[src/rtl/slope_matched_period_detector_macros.svh]
// Assertion macros shared by the slope-matched period detector RTL.
`ifndef SLOPE_MATCHED_PERIOD_DETECTOR_MACROS_SVH
`define SLOPE_MATCHED_PERIOD_DETECTOR_MACROS_SVH

// Same-cycle implication, disabled while reset is asserted
`define SPD_ASSERT_SAME(label, clk, rst_n, ante, cons) \
    label: assert property (@(posedge clk) disable iff (!(rst_n)) (ante) |-> (cons)) \
        else $error("spd assertion failed: same-cycle check");

// Next-cycle implication, disabled while reset is asserted
`define SPD_ASSERT_NEXT(label, clk, rst_n, ante, cons) \
    label: assert property (@(posedge clk) disable iff (!(rst_n)) (ante) |=> (cons)) \
        else $error("spd assertion failed: next-cycle check");

`endif

[src/rtl/spd_pkg.sv]
// Shared constants, result types and helper functions of the period detector.
package spd_pkg;

    localparam int unsigned SAMPLE_W = 8;
    localparam int unsigned CFG_IDX_W = 2;

    localparam logic [SAMPLE_W-1:0] MIDPOINT   = 8'd127;
    localparam logic [3:0]          MISS_LIMIT = 4'd9;

    // Register indexes on the configuration port (byte address / 4)
    localparam logic [CFG_IDX_W-1:0] REG_SLOPE_TOL    = 2'd0;
    localparam logic [CFG_IDX_W-1:0] REG_INTERVAL_TOL = 2'd1;
    localparam logic [CFG_IDX_W-1:0] REG_AMP_WINDOW   = 2'd2;

    // Register reset values
    localparam logic [7:0]  SLOPE_TOL_RST    = 8'd3;
    localparam logic [15:0] INTERVAL_TOL_RST = 16'd10;
    localparam logic [15:0] AMP_WINDOW_RST   = 16'd1000;

    typedef struct packed {
        logic        trigger;
        logic        period_valid;
        logic [15:0] period;
    } spd_period_res_t;

    typedef struct packed {
        logic       amp_valid;
        logic [7:0] peak;
    } spd_amp_res_t;

    function automatic logic [7:0] absdiff8(input logic [7:0] a, input logic [7:0] b);
        return (a > b) ? (a - b) : (b - a);
    endfunction

    function automatic logic [15:0] absdiff16(input logic [15:0] a, input logic [15:0] b);
        return (a > b) ? (a - b) : (b - a);
    endfunction

endpackage

[src/rtl/spd_period.sv]
// Rising-crossing detection, slope matching and period accumulation.
module spd_period #(
    parameter int unsigned EVENT_SLOTS = 10
) (
    input  logic                      aclk,
    input  logic                      aresetn,
    input  logic                      step,
    input  logic [7:0]                sample,
    input  logic [7:0]                slope_tol,
    input  logic [15:0]               interval_tol,
    output spd_pkg::spd_period_res_t  res
);

    localparam int unsigned EC_W = $clog2(EVENT_SLOTS);
    localparam logic [EC_W-1:0] LAST_SLOT = EC_W'(EVENT_SLOTS - 1);

    logic [7:0]      last_sample_reg, last_sample_next;
    logic [15:0]     sample_clock_reg, sample_clock_next;
    logic [EC_W-1:0] event_count_reg, event_count_next;
    logic [7:0]      steepest_reg, steepest_next;
    logic [3:0]      miss_count_reg, miss_count_next;
    logic [15:0]     period_reg, period_next;
    // Event 0 and the running sum of the stored intervals
    logic [15:0]     first_interval_reg, first_interval_next;
    logic [7:0]      first_slope_reg, first_slope_next;
    logic [15:0]     interval_sum_reg, interval_sum_next;

    logic       crossing;
    logic [7:0] slope;
    logic       near_steepest;
    logic       match_first;
    logic [3:0] miss_inc;

    always_comb begin
        crossing      = (last_sample_reg < spd_pkg::MIDPOINT) && (sample >= spd_pkg::MIDPOINT);
        slope         = sample - last_sample_reg;
        near_steepest = spd_pkg::absdiff8(slope, steepest_reg) < slope_tol;
        match_first   = (spd_pkg::absdiff16(first_interval_reg, sample_clock_reg) < interval_tol)
                        && (spd_pkg::absdiff8(first_slope_reg, slope) < slope_tol);
        miss_inc      = miss_count_reg + 4'd1;
    end

    // Next state for one item
    always_comb begin
        logic [15:0] clock_base;
        clock_base          = sample_clock_reg;
        last_sample_next    = sample;
        event_count_next    = event_count_reg;
        steepest_next       = steepest_reg;
        miss_count_next     = miss_count_reg;
        period_next         = period_reg;
        first_interval_next = first_interval_reg;
        first_slope_next    = first_slope_reg;
        interval_sum_next   = interval_sum_reg;
        res.trigger         = 1'b0;
        res.period_valid    = 1'b0;

        if (crossing && near_steepest) begin
            clock_base = '0;
            if (event_count_reg == '0) begin
                first_interval_next = sample_clock_reg;
                first_slope_next    = slope;
                interval_sum_next   = sample_clock_reg;
                event_count_next    = EC_W'(1);
                miss_count_next     = '0;
                res.trigger         = 1'b1;
            end else if (match_first) begin
                period_next         = interval_sum_reg;
                first_interval_next = sample_clock_reg;
                first_slope_next    = slope;
                interval_sum_next   = sample_clock_reg;
                event_count_next    = EC_W'(1);
                miss_count_next     = '0;
                res.trigger         = 1'b1;
                res.period_valid    = 1'b1;
            end else begin
                interval_sum_next = interval_sum_reg + sample_clock_reg;
                if (event_count_reg == LAST_SLOT) begin
                    event_count_next = '0;
                    miss_count_next  = '0;
                    steepest_next    = '0;
                end else begin
                    event_count_next = event_count_reg + EC_W'(1);
                end
            end
        end else if (crossing && (slope > steepest_reg)) begin
            // New steepest slope: restart the event table
            clock_base       = '0;
            steepest_next    = slope;
            miss_count_next  = '0;
            event_count_next = '0;
        end else if (crossing) begin
            // Shallow crossing: count a miss, drop everything after too many
            if (miss_inc > spd_pkg::MISS_LIMIT) begin
                event_count_next = '0;
                miss_count_next  = '0;
                steepest_next    = '0;
            end else begin
                miss_count_next = miss_inc;
            end
        end

        sample_clock_next = clock_base + 16'd1;
        res.period        = period_next;
    end

    // Control and counter state
    always_ff @(posedge aclk) begin
        if (!aresetn) begin
            last_sample_reg  <= '0;
            sample_clock_reg <= '0;
            event_count_reg  <= '0;
            steepest_reg     <= '0;
            miss_count_reg   <= '0;
            period_reg       <= '0;
        end else if (step) begin
            last_sample_reg  <= last_sample_next;
            sample_clock_reg <= sample_clock_next;
            event_count_reg  <= event_count_next;
            steepest_reg     <= steepest_next;
            miss_count_reg   <= miss_count_next;
            period_reg       <= period_next;
        end
    end

    // Event payload, read only after it has been written
    always_ff @(posedge aclk) begin
        if (step) begin
            first_interval_reg <= first_interval_next;
            first_slope_reg    <= first_slope_next;
            interval_sum_reg   <= interval_sum_next;
        end
    end

endmodule

[src/rtl/spd_amp.sv]
// Peak deviation from the midpoint over a window of samples.
module spd_amp (
    input  logic                   aclk,
    input  logic                   aresetn,
    input  logic                   step,
    input  logic [7:0]             sample,
    input  logic [15:0]            amp_window,
    output spd_pkg::spd_amp_res_t  res
);

    logic [15:0] window_count_reg, window_count_next;
    logic [7:0]  running_peak_reg, running_peak_next;
    logic [7:0]  held_peak_reg, held_peak_next;

    always_comb begin
        logic [15:0] count_inc;
        logic [7:0]  dev;
        logic [7:0]  peak_upd;
        count_inc = window_count_reg + 16'd1;
        dev       = spd_pkg::absdiff8(spd_pkg::MIDPOINT, sample);
        peak_upd  = (dev > running_peak_reg) ? dev : running_peak_reg;

        window_count_next = count_inc;
        running_peak_next = peak_upd;
        held_peak_next    = held_peak_reg;
        res.amp_valid     = 1'b0;
        // Close the window on an exact count match
        if (count_inc == amp_window) begin
            window_count_next = '0;
            running_peak_next = '0;
            held_peak_next    = peak_upd;
            res.amp_valid     = 1'b1;
        end
        res.peak = held_peak_next;
    end

    always_ff @(posedge aclk) begin
        if (!aresetn) begin
            window_count_reg <= '0;
            running_peak_reg <= '0;
            held_peak_reg    <= '0;
        end else if (step) begin
            window_count_reg <= window_count_next;
            running_peak_reg <= running_peak_next;
            held_peak_reg    <= held_peak_next;
        end
    end

endmodule

[src/rtl/slope_matched_period_detector.sv]
// Slope-matched period detector: takes one 8-bit converter sample (midpoint 127)
// per item on the s_ stream and returns exactly one result item per sample on
// the m_ stream. Rising midpoint crossings whose slope lies near the steepest
// slope seen are logged as events; when an event matches the first one in
// slope and interval, the intervals logged since are summed (modulo 65536)
// into the period. The peak deviation from 127 is reported per window of
// amplitude_window samples. One item is taken every clock cycle while the result
// stream is not stalled; a result is presented on the m_ stream once its sample
// has landed in the input register and the single-pass update of crossing and
// window state has loaded the result register. A stalled result
// holds the input stage: once both registers are full, s_tready is low in every
// cycle in which m_tready is low. Configuration may only be written while no
// item is in flight.
`include "slope_matched_period_detector_macros.svh"

module slope_matched_period_detector #(
    parameter int unsigned EVENT_SLOTS = 10
) (
    input  logic        aclk,
    input  logic        aresetn,
    // Input stream
    input  logic        s_tvalid,
    output logic        s_tready,
    input  logic [7:0]  s_tdata,   // [7:0] sample
    // Result stream
    output logic        m_tvalid,
    input  logic        m_tready,
    output logic [31:0] m_tdata,   // [0] trigger, [16:1] period, [24:17] peak_amplitude, rest 0
    output logic [1:0]  m_tuser,   // [0] period_valid, [1] amp_valid
    // Configuration port
    input  logic        psel,
    input  logic        penable,
    input  logic        pwrite,
    input  logic [3:0]  paddr,
    input  logic [31:0] pwdata,
    output logic [31:0] prdata,
    output logic        pready
);

    logic [7:0]  slope_tol_reg;
    logic [15:0] interval_tol_reg;
    logic [15:0] amp_window_reg;
    logic [spd_pkg::CFG_IDX_W-1:0] cfg_idx;
    logic cfg_write;

    logic       in_valid_reg, in_valid_next;
    logic [7:0] in_sample_reg;
    logic       out_valid_reg, out_valid_next;
    spd_pkg::spd_period_res_t out_period_reg, period_res;
    spd_pkg::spd_amp_res_t    out_amp_reg, amp_res;

    logic out_free;
    logic advance;
    logic s_accept;

    // Configuration registers
    assign pready    = 1'b1;
    assign cfg_idx   = paddr[3:2];
    assign cfg_write = psel && penable && pwrite && pready;

    always_ff @(posedge aclk) begin
        if (!aresetn) begin
            slope_tol_reg    <= spd_pkg::SLOPE_TOL_RST;
            interval_tol_reg <= spd_pkg::INTERVAL_TOL_RST;
            amp_window_reg   <= spd_pkg::AMP_WINDOW_RST;
        end else if (cfg_write) begin
            case (cfg_idx)
                spd_pkg::REG_SLOPE_TOL:    slope_tol_reg    <= pwdata[7:0];
                spd_pkg::REG_INTERVAL_TOL: interval_tol_reg <= pwdata[15:0];
                spd_pkg::REG_AMP_WINDOW:   amp_window_reg   <= pwdata[15:0];
                default: ;
            endcase
        end
    end

    always_comb begin
        case (cfg_idx)
            spd_pkg::REG_SLOPE_TOL:    prdata = {24'd0, slope_tol_reg};
            spd_pkg::REG_INTERVAL_TOL: prdata = {16'd0, interval_tol_reg};
            spd_pkg::REG_AMP_WINDOW:   prdata = {16'd0, amp_window_reg};
            default:                   prdata = '0;
        endcase
    end

    // Pipeline handshake: advance the input stage when the result slot frees up
    assign out_free = !out_valid_reg || m_tready;
    assign advance  = in_valid_reg && out_free;
    assign s_tready = !in_valid_reg || out_free;
    assign s_accept = s_tvalid && s_tready;

    always_comb begin
        in_valid_next = in_valid_reg;
        if (s_accept) begin
            in_valid_next = 1'b1;
        end else if (advance) begin
            in_valid_next = 1'b0;
        end
        out_valid_next = out_valid_reg;
        if (advance) begin
            out_valid_next = 1'b1;
        end else if (m_tready) begin
            out_valid_next = 1'b0;
        end
    end

    always_ff @(posedge aclk) begin
        if (!aresetn) begin
            in_valid_reg  <= 1'b0;
            out_valid_reg <= 1'b0;
        end else begin
            in_valid_reg  <= in_valid_next;
            out_valid_reg <= out_valid_next;
        end
    end

    // Hold payload until the stage moves on
    always_ff @(posedge aclk) begin
        if (s_accept) begin
            in_sample_reg <= s_tdata;
        end
        if (advance) begin
            out_period_reg <= period_res;
            out_amp_reg    <= amp_res;
        end
    end

    spd_period #(
        .EVENT_SLOTS (EVENT_SLOTS)
    ) u_period (
        .aclk         (aclk),
        .aresetn      (aresetn),
        .step         (advance),
        .sample       (in_sample_reg),
        .slope_tol    (slope_tol_reg),
        .interval_tol (interval_tol_reg),
        .res          (period_res)
    );

    spd_amp u_amp (
        .aclk       (aclk),
        .aresetn    (aresetn),
        .step       (advance),
        .sample     (in_sample_reg),
        .amp_window (amp_window_reg),
        .res        (amp_res)
    );

    assign m_tvalid = out_valid_reg;
    assign m_tdata  = {7'd0, out_amp_reg.peak, out_period_reg.period, out_period_reg.trigger};
    assign m_tuser  = {out_amp_reg.amp_valid, out_period_reg.period_valid};

    // A new period always comes with a trigger
    `SPD_ASSERT_SAME(a_period_has_trigger, aclk, aresetn, m_tvalid && m_tuser[0], m_tdata[0])
    // Peak deviation from 127 never exceeds 128
    `SPD_ASSERT_SAME(a_peak_range, aclk, aresetn, m_tvalid, m_tdata[24:17] <= 8'd128)
    // An item accepted into a full input stage requires that stage to move on
    `SPD_ASSERT_SAME(a_no_overwrite, aclk, aresetn, s_accept && in_valid_reg, advance)
    // A moved item shows up as a valid result on the next cycle
    `SPD_ASSERT_NEXT(a_advance_fills_out, aclk, aresetn, advance, out_valid_reg)

endmodule

[config.mk]
export PLATFORM = sky130hd
export DESIGN_NAME = slope_matched_period_detector
export DESIGN_NICKNAME = d
export VERILOG_FILES = /design/src/rtl/spd_pkg.sv /design/src/rtl/spd_period.sv /design/src/rtl/spd_amp.sv /design/src/rtl/slope_matched_period_detector.sv
export VERILOG_INCLUDE_DIRS = /design/src /design/src/rtl
export SDC_FILE = /design/constraint.sdc
export NUM_CORES = 1
export LEC_CHECK = 0
export BUFFER_PORTS_ARGS = -buffer_cell sky130_fd_sc_hd__clkbuf_2
export CORE_UTILIZATION = 44
export CTS_BUF_LIST = sky130_fd_sc_hd__clkbuf_16
export DETAILED_ROUTE_END_ITERATION = 16
export PLACE_DENSITY = 0.62
export SETUP_SLACK_MARGIN = 0.05
export SKIP_CTS_REPAIR_TIMING = 1
export SLEW_MARGIN = 25
export SYNTH_ARGS = -nofsm -noshare
export SYNTH_HDL_FRONTEND = slang
export SYNTH_SLANG_ARGS = --single-unit
[constraint.sdc]
create_clock -name aclk -period 21.7 [get_ports aclk]
set_input_delay 2.17 -clock aclk [delete_from_list [all_inputs] [get_ports aclk]]
set_output_delay 2.17 -clock aclk [all_outputs]
set_load 0.01 [all_outputs]
* After elaboration in Yosys (flattened, before gate mapping)
Cells that the tools add are included.
W data, S select, Z words.
** Cells by class
- Bitwise gates (word level) :: 1
- $add $sub $neg :: 14
- Order comparisons :: 11
- Equality and inequality tests :: 8
- Muxes and demuxes :: 48
- Reduce and logical (&&, ||, !) cells :: 28
** Operators by type and width (number)
- $mux W16 :: 11
- $mux W8 :: 15
- $mux W4 :: 14
- $pmux W16 S3 :: 1
- $sub A8 B8 Y8 :: 5
- $add A16 B1 Y16 const B :: 2
- $sub A16 B16 Y16 :: 2
- $gt A8 B8 Y1 :: 3
- $add A16 B16 Y16 :: 1
- $eq A16 B16 Y1 :: 1
- $gt A16 B16 Y1 :: 1
- $lt A16 B16 Y1 :: 1
- $lt A8 B8 Y1 :: 2
- $reduce_and A3 Y1 :: 3
- $add A4 B1 Y4 const B :: 2
- $ge A8 B7 Y1 const B :: 1
- $gt A7 B8 Y1 const A :: 1
- $logic_and A1 B1 Y1 :: 8
- $lt A8 B7 Y1 const B :: 1
- $reduce_and A2 Y1 :: 4
- $sub A7 B8 Y8 const A :: 1
- $sub A8 B7 Y8 const B :: 1
- $mux W1 :: 6
- $ne A2 B2 Y1 const B :: 3
- other kinds (15) :: 20
** Word-level totals
- Bits in registers :: 205
- Word-level logic and storage cells :: 133
- Bits of input ports :: 51
- Output and inout port bits :: 69

* Longest topological paths before layout
- Depth after elaboration :: 8
- Mapped depth :: 38
- Gate-level depth less buffers :: 36

* By module
From an unflattened synthesis, not the netlist that was laid out.
** Second synthesis, totals
- Cells, all modules :: 1623
- Area, all modules :: 14480.1 um^2
** By module, submodules not included
- spd_period :: times used 1, area an instance 8663.3 um^2, cells each 1017
- slope_matched_period_detector :: times used 1, area an instance 3151.8 um^2, cells each 273
- spd_amp :: times used 1, area an instance 2665.1 um^2, cells each 333

* Worst setup path after synthesis
No wires, ideal clock.
- Path kind :: reg-to-reg
- Start :: register in_sample_reg[0]
- End :: register u_period.first_interval_reg[0] (enable)
- Library setup time :: 435 ps
- Required time :: 21265 ps
- Clock period less this slack :: 7318 ps
- Stages on the path, launching flop included :: 25
- Path slack :: 14382 ps
- Buffers on the path :: 0
- Arrival :: 6883 ps
- Cell sequence :: edfxtp_1 > inv_1 > ha_1 > inv_1 > fa_1 > a21o_1 > a21oi_1 > o21bai_1 > a21oi_1 > xnor2_1 > ha_1 > nand4_1 > or4_1 > o2111ai_1 > nand2_1 > mux2i_1 > a21boi_0 > o21ai_0 > xor2_1 > ha_1 > and3_1 > a221o_1 > o21ai_0 > nand3_1 > nor3_1
** Between the ends
- Word-level cells in the longest chain between the ends :: 7
- Elaborated cells on any way between the ends :: 17
- Those cells by class :: add/sub (5); order compare (5); mux (2); reduce/logical (5)
** Ends and longest elaborated chain
- from (decl) :: line slope_matched_period_detector.sv:47 : logic [7:0] in_sample_reg;
- from (signal assigned) :: line slope_matched_period_detector.sv:119 : in_sample_reg <= s_tdata;
- $sub A8 B8 Y8 * :: line spd_period.sv:36 : slope = sample - last_sample_reg;
- named net u_period.slope[6] :: line spd_period.sv:29 : logic [7:0] slope;
- $sub A8 B8 Y8 / $gt A8 B8 Y1 (equally long branches) :: line spd_pkg.sv:32 : return (a > b) ? (a - b) : (b - a);
- $mux W8 :: line spd_pkg.sv:32
- $lt A8 B8 Y1 :: line spd_period.sv:39 : && (spd_pkg::absdiff8(first_slope_reg, slope) < slope_tol);
- $logic_and A1 B1 Y1 :: line spd_period.sv:39
- $reduce_bool A2 Y1 (no source line)
- $reduce_and A3 Y1 (no source line) *
- to (signal assigned) :: line spd_period.sv:129 : first_interval_reg <= first_interval_next;
- to (decl) :: line spd_period.sv:24 : logic [15:0] first_interval_reg, first_interval_next;
Mark *: on every way through the listed nets, which the timed path passes. The rest lies on a longest branch.
A chain may end at the register's enable or synchronous reset.

* Final worst setup path
- Start :: register in_sample_reg[0]
- End :: register u_period.sample_clock_reg[14]
** Between the ends
- Word-level cells in the longest chain between the ends :: 7
- Elaborated cells on any way between the ends :: 13
- Those cells by class :: add/sub (4); order compare (3); mux (3); reduce/logical (3)
** Ends and longest elaborated chain
- $sub A8 B8 Y8 * :: line spd_period.sv:36
- named net u_period.slope[6] :: line spd_period.sv:29
- $sub A8 B8 Y8 / $gt A8 B8 Y1 (equally long branches) :: line spd_pkg.sv:32, spd_period.sv:86
- $mux W8 :: line spd_pkg.sv:32
- $lt A8 B8 Y1 :: line spd_period.sv:37 : near_steepest = spd_pkg::absdiff8(slope, steepest_reg) < slope_tol;
- $logic_and A1 B1 Y1 :: line spd_period.sv:58 : if (crossing && near_steepest) begin
- $mux W16 * :: line spd_period.sv:58
- $add A16 B1 Y16 * :: line spd_period.sv:103 : sample_clock_next = clock_base + 16'd1;
- to (signal assigned) :: line spd_period.sv:118 : sample_clock_reg <= sample_clock_next;
- to (decl) :: line spd_period.sv:18 : logic [15:0] sample_clock_reg, sample_clock_next;
Marks and branches as above.

==> flow_summary.ini <==
[status]
outcome = finished, final reports clean

[critical_path]
r2r_end = u_period.sample_clock_reg[14]
critPathKind = register to register
critPathMaxStageDelay_ns = 0.53
worstSetupStartpointType = register
cp-end-kind = register
arrival_ns = 9.23
reg2reg_from = in_sample_reg[0]
ff2ff_path_depth = 35
worst-r2r-setup-slack_ns = 12.90
critPathRequiredTime_ns = 22.14
crit_fanout = 16
slowest_stage = and2_0

[global_routing]
grt_most_used_layer = met2
grt_antenna_before_repair = 0
met1_usage_pct = 29.0
grt_pass1_wl_mm = 56.4
grt_max_degree = 73
grtUsageMet2_pct = 34.6
met3_usage_pct = 2.12
grtUsageTotal_pct = 20.8
grt_pass1_vias = 10896
grt.overflow.total = 0

[power_and_ir_drop]
vdd_ir_drop_max_v = 0.0000544
power.density_nw_per_um2 = 73.4
p_leak_nw = 6.27

[synthesis]
ys_warn_count = 0
syn_area_um2 = 14000
avgSynthCellArea_um2 = 8.75
yosysTopAreaCell = dfxtp_1
netlist_instances = 1596
synthDistinctLibCells = 83
synth_edf_count = 75
synth_ff_type = dfxtp_1
synth_seq_cells = 205
yosysTopAreaCellShare_pct = 18.6
synthArstFlopShare_pct = 0
synth_seq_area_share_pct = 34.8
ys_top_cells_by_area = dfxtp_1, edfxtp_1, ha_1, nand2_1, a21oi_1

[floorplanning]
die_h_um = 180
pin_count = 120
die_w_um = 180
die_area_um2 = 32500
start_util_pct = 45.2
core_um2 = 30900
std_cell_rows = 64

[timing]
rsz0062_at_grt = no
setup_viol = 0
fin_crit_sh_pct = 40.5
timing.fmax_mhz = 114
post-route-min-period_ns = 8.80
clock_skew_ns = 0.0168
finalHoldViolations = 0
finalMaxSlewViolations = 0
setup-tns-final_ns = 0
tightest_slew_ns = 1.03
slew_headroom_pct = 31.1
hold_ws_ns = 0.473

[layout]
area_growth_pct = 10.2
final_common_cell = nand2_1
top_register = m_tdata
finalNetCount = 1832
fillCellCount = 2976
stdcell_area_um2 = 15400
final_cell_mix = nand2_1, inv_1, dfxtp_1
diodes = 0
largest_reg_flops = 25
drive_gt1_share_pct = 11.0

[min_path]
holdPathEnd = u_period.first_interval_reg[15]
min_from = u_period.sample_clock_reg[15]
hp-class = register to register
hold_depth = 0

[detailed_routing]
drtIter0Drc = 849
drt-vias-per-instance = 5.60
routed_wl_mm = 34.1
dr.pass1.iters = 5
num_vias = 11534
drc_errors = 0
ant_nets = 0
wl_per_cell_um = 16.5

[clock_tree]
clk_pin_slew_worst_paths_ns = 0.06
htreeDepth = 1
clkLatencyLatePin_ns = 0.54
cts_max_path_buffers = 3
cts_sinks = 205
cts_buffers = 25
root_buffer = clkbuf_16
cts_tree = yes

[placed_design]
globalplace.congestion = 0.868
place_area_um2 = 14600
dp_hpwl_mm = 24.6
io_buffer_count = 77

[run]
max_cap_violations = 0
worst max-delay path by stage:
stage	cells past startpoint	start	slack [ns]	to
after floorplan	24	in_sample_reg[0]	14.38	u_period.first_interval_reg[0]
after global placement	35	in_sample_reg[0]	13.13	u_period.sample_clock_reg[14]
after detailed placement	35	in_sample_reg[0]	13.04	u_period.sample_clock_reg[14]
after CTS	35	in_sample_reg[0]	12.97	u_period.sample_clock_reg[14]
after global routing	35	in_sample_reg[0]	12.25	u_period.sample_clock_reg[14]
final	35	in_sample_reg[0]	12.90	u_period.sample_clock_reg[14]
worst max-delay path, delay by kind of cell (launching register included):
kind                       cells  cell delay, ns
DFF                            1            0.50
xor gates and xnor gates       3            0.46
AOI/OAI and AO/OA             11            2.61
and+or+nand+nor               14            3.51
adders and majority gates      5            1.47
buffers and inverters          2            0.16
power by group:
part	internal [mW]	total (mW)	switching (mW)
clock network	0.225	0.395	0.170
logic	0.120	0.309	0.189
registers	0.416	0.427	0.0110
synthesized netlist by cell type, drive strengths merged (12+ instances only):
cell    instances
mux2i          53
buf            42
a21oi         112
dfxtp         130
inv           130
edfxtp         75
nor2           77
ha            128
a31oi          15
nor2b          20
xnor2          43
a211oi         18
o21ai         100
mux2           33
nor4           13
a21o           30
or3            16
clkbuf         50
nand4          26
nand2         188
o211ai         14
xor2           33
nor3           27
and2           12
nand3          51
and3           21
layout make-up:
| type | instances | area (um2) | share of cell area [%] |
|---|---|---|---|
| multi-input cells | 1191 | 8280 | 53.8 |
| flip-flops and latches | 205 | 4850 | 31.5 |
| clock inverters | 19 | 100 | 0.650 |
| well taps | 396 | 495 | 3.22 |
| repair buffers | 92 | 498 | 3.23 |
| clock buffers | 27 | 676 | 4.39 |
| inverters | 130 | 488 | 3.17 |
per-layer routing:
layer	part of all wire, %	wire, um
met1	48	16300
met2	47	15900
met3	4.1	1400
met4	1.5	516
met5	0	0
kinds of logic (layout without fill, tap and decap cells):
| family | Yosys count | after routing | synth area share, % |
|---|---|---|---|
| buffers and inverters | 222 | 268 | 6.76 |
| flip-flops | 205 | 205 | 34.8 |
| AND/OR/NAND/NOR | 493 | 493 | 17.4 |
| adder cells (fa/ha/maj) | 136 | 136 | 12.6 |
| XOR/XNOR | 76 | 76 | 4.77 |
| AO/OA/AOI/OAI | 376 | 376 | 17.1 |
| multiplexers | 86 | 86 | 6.46 |
| other | 2 | 24 | 0.0538 |
metrics by stage:
stage	utilization (%)	total power [mW]	instances	setup WS (ns)
after CTS	49.8	1.14	2060	12.97
after global routing	49.8	1.20	2060	12.25
after global placement	47.2	0.733	2014	13.13
final	49.8	1.13	2060	12.90
after detailed placement	47.3	0.739	2014	13.04
after floorplan	-	0.666	1618	14.38
(Power assumes the default switching activity.)
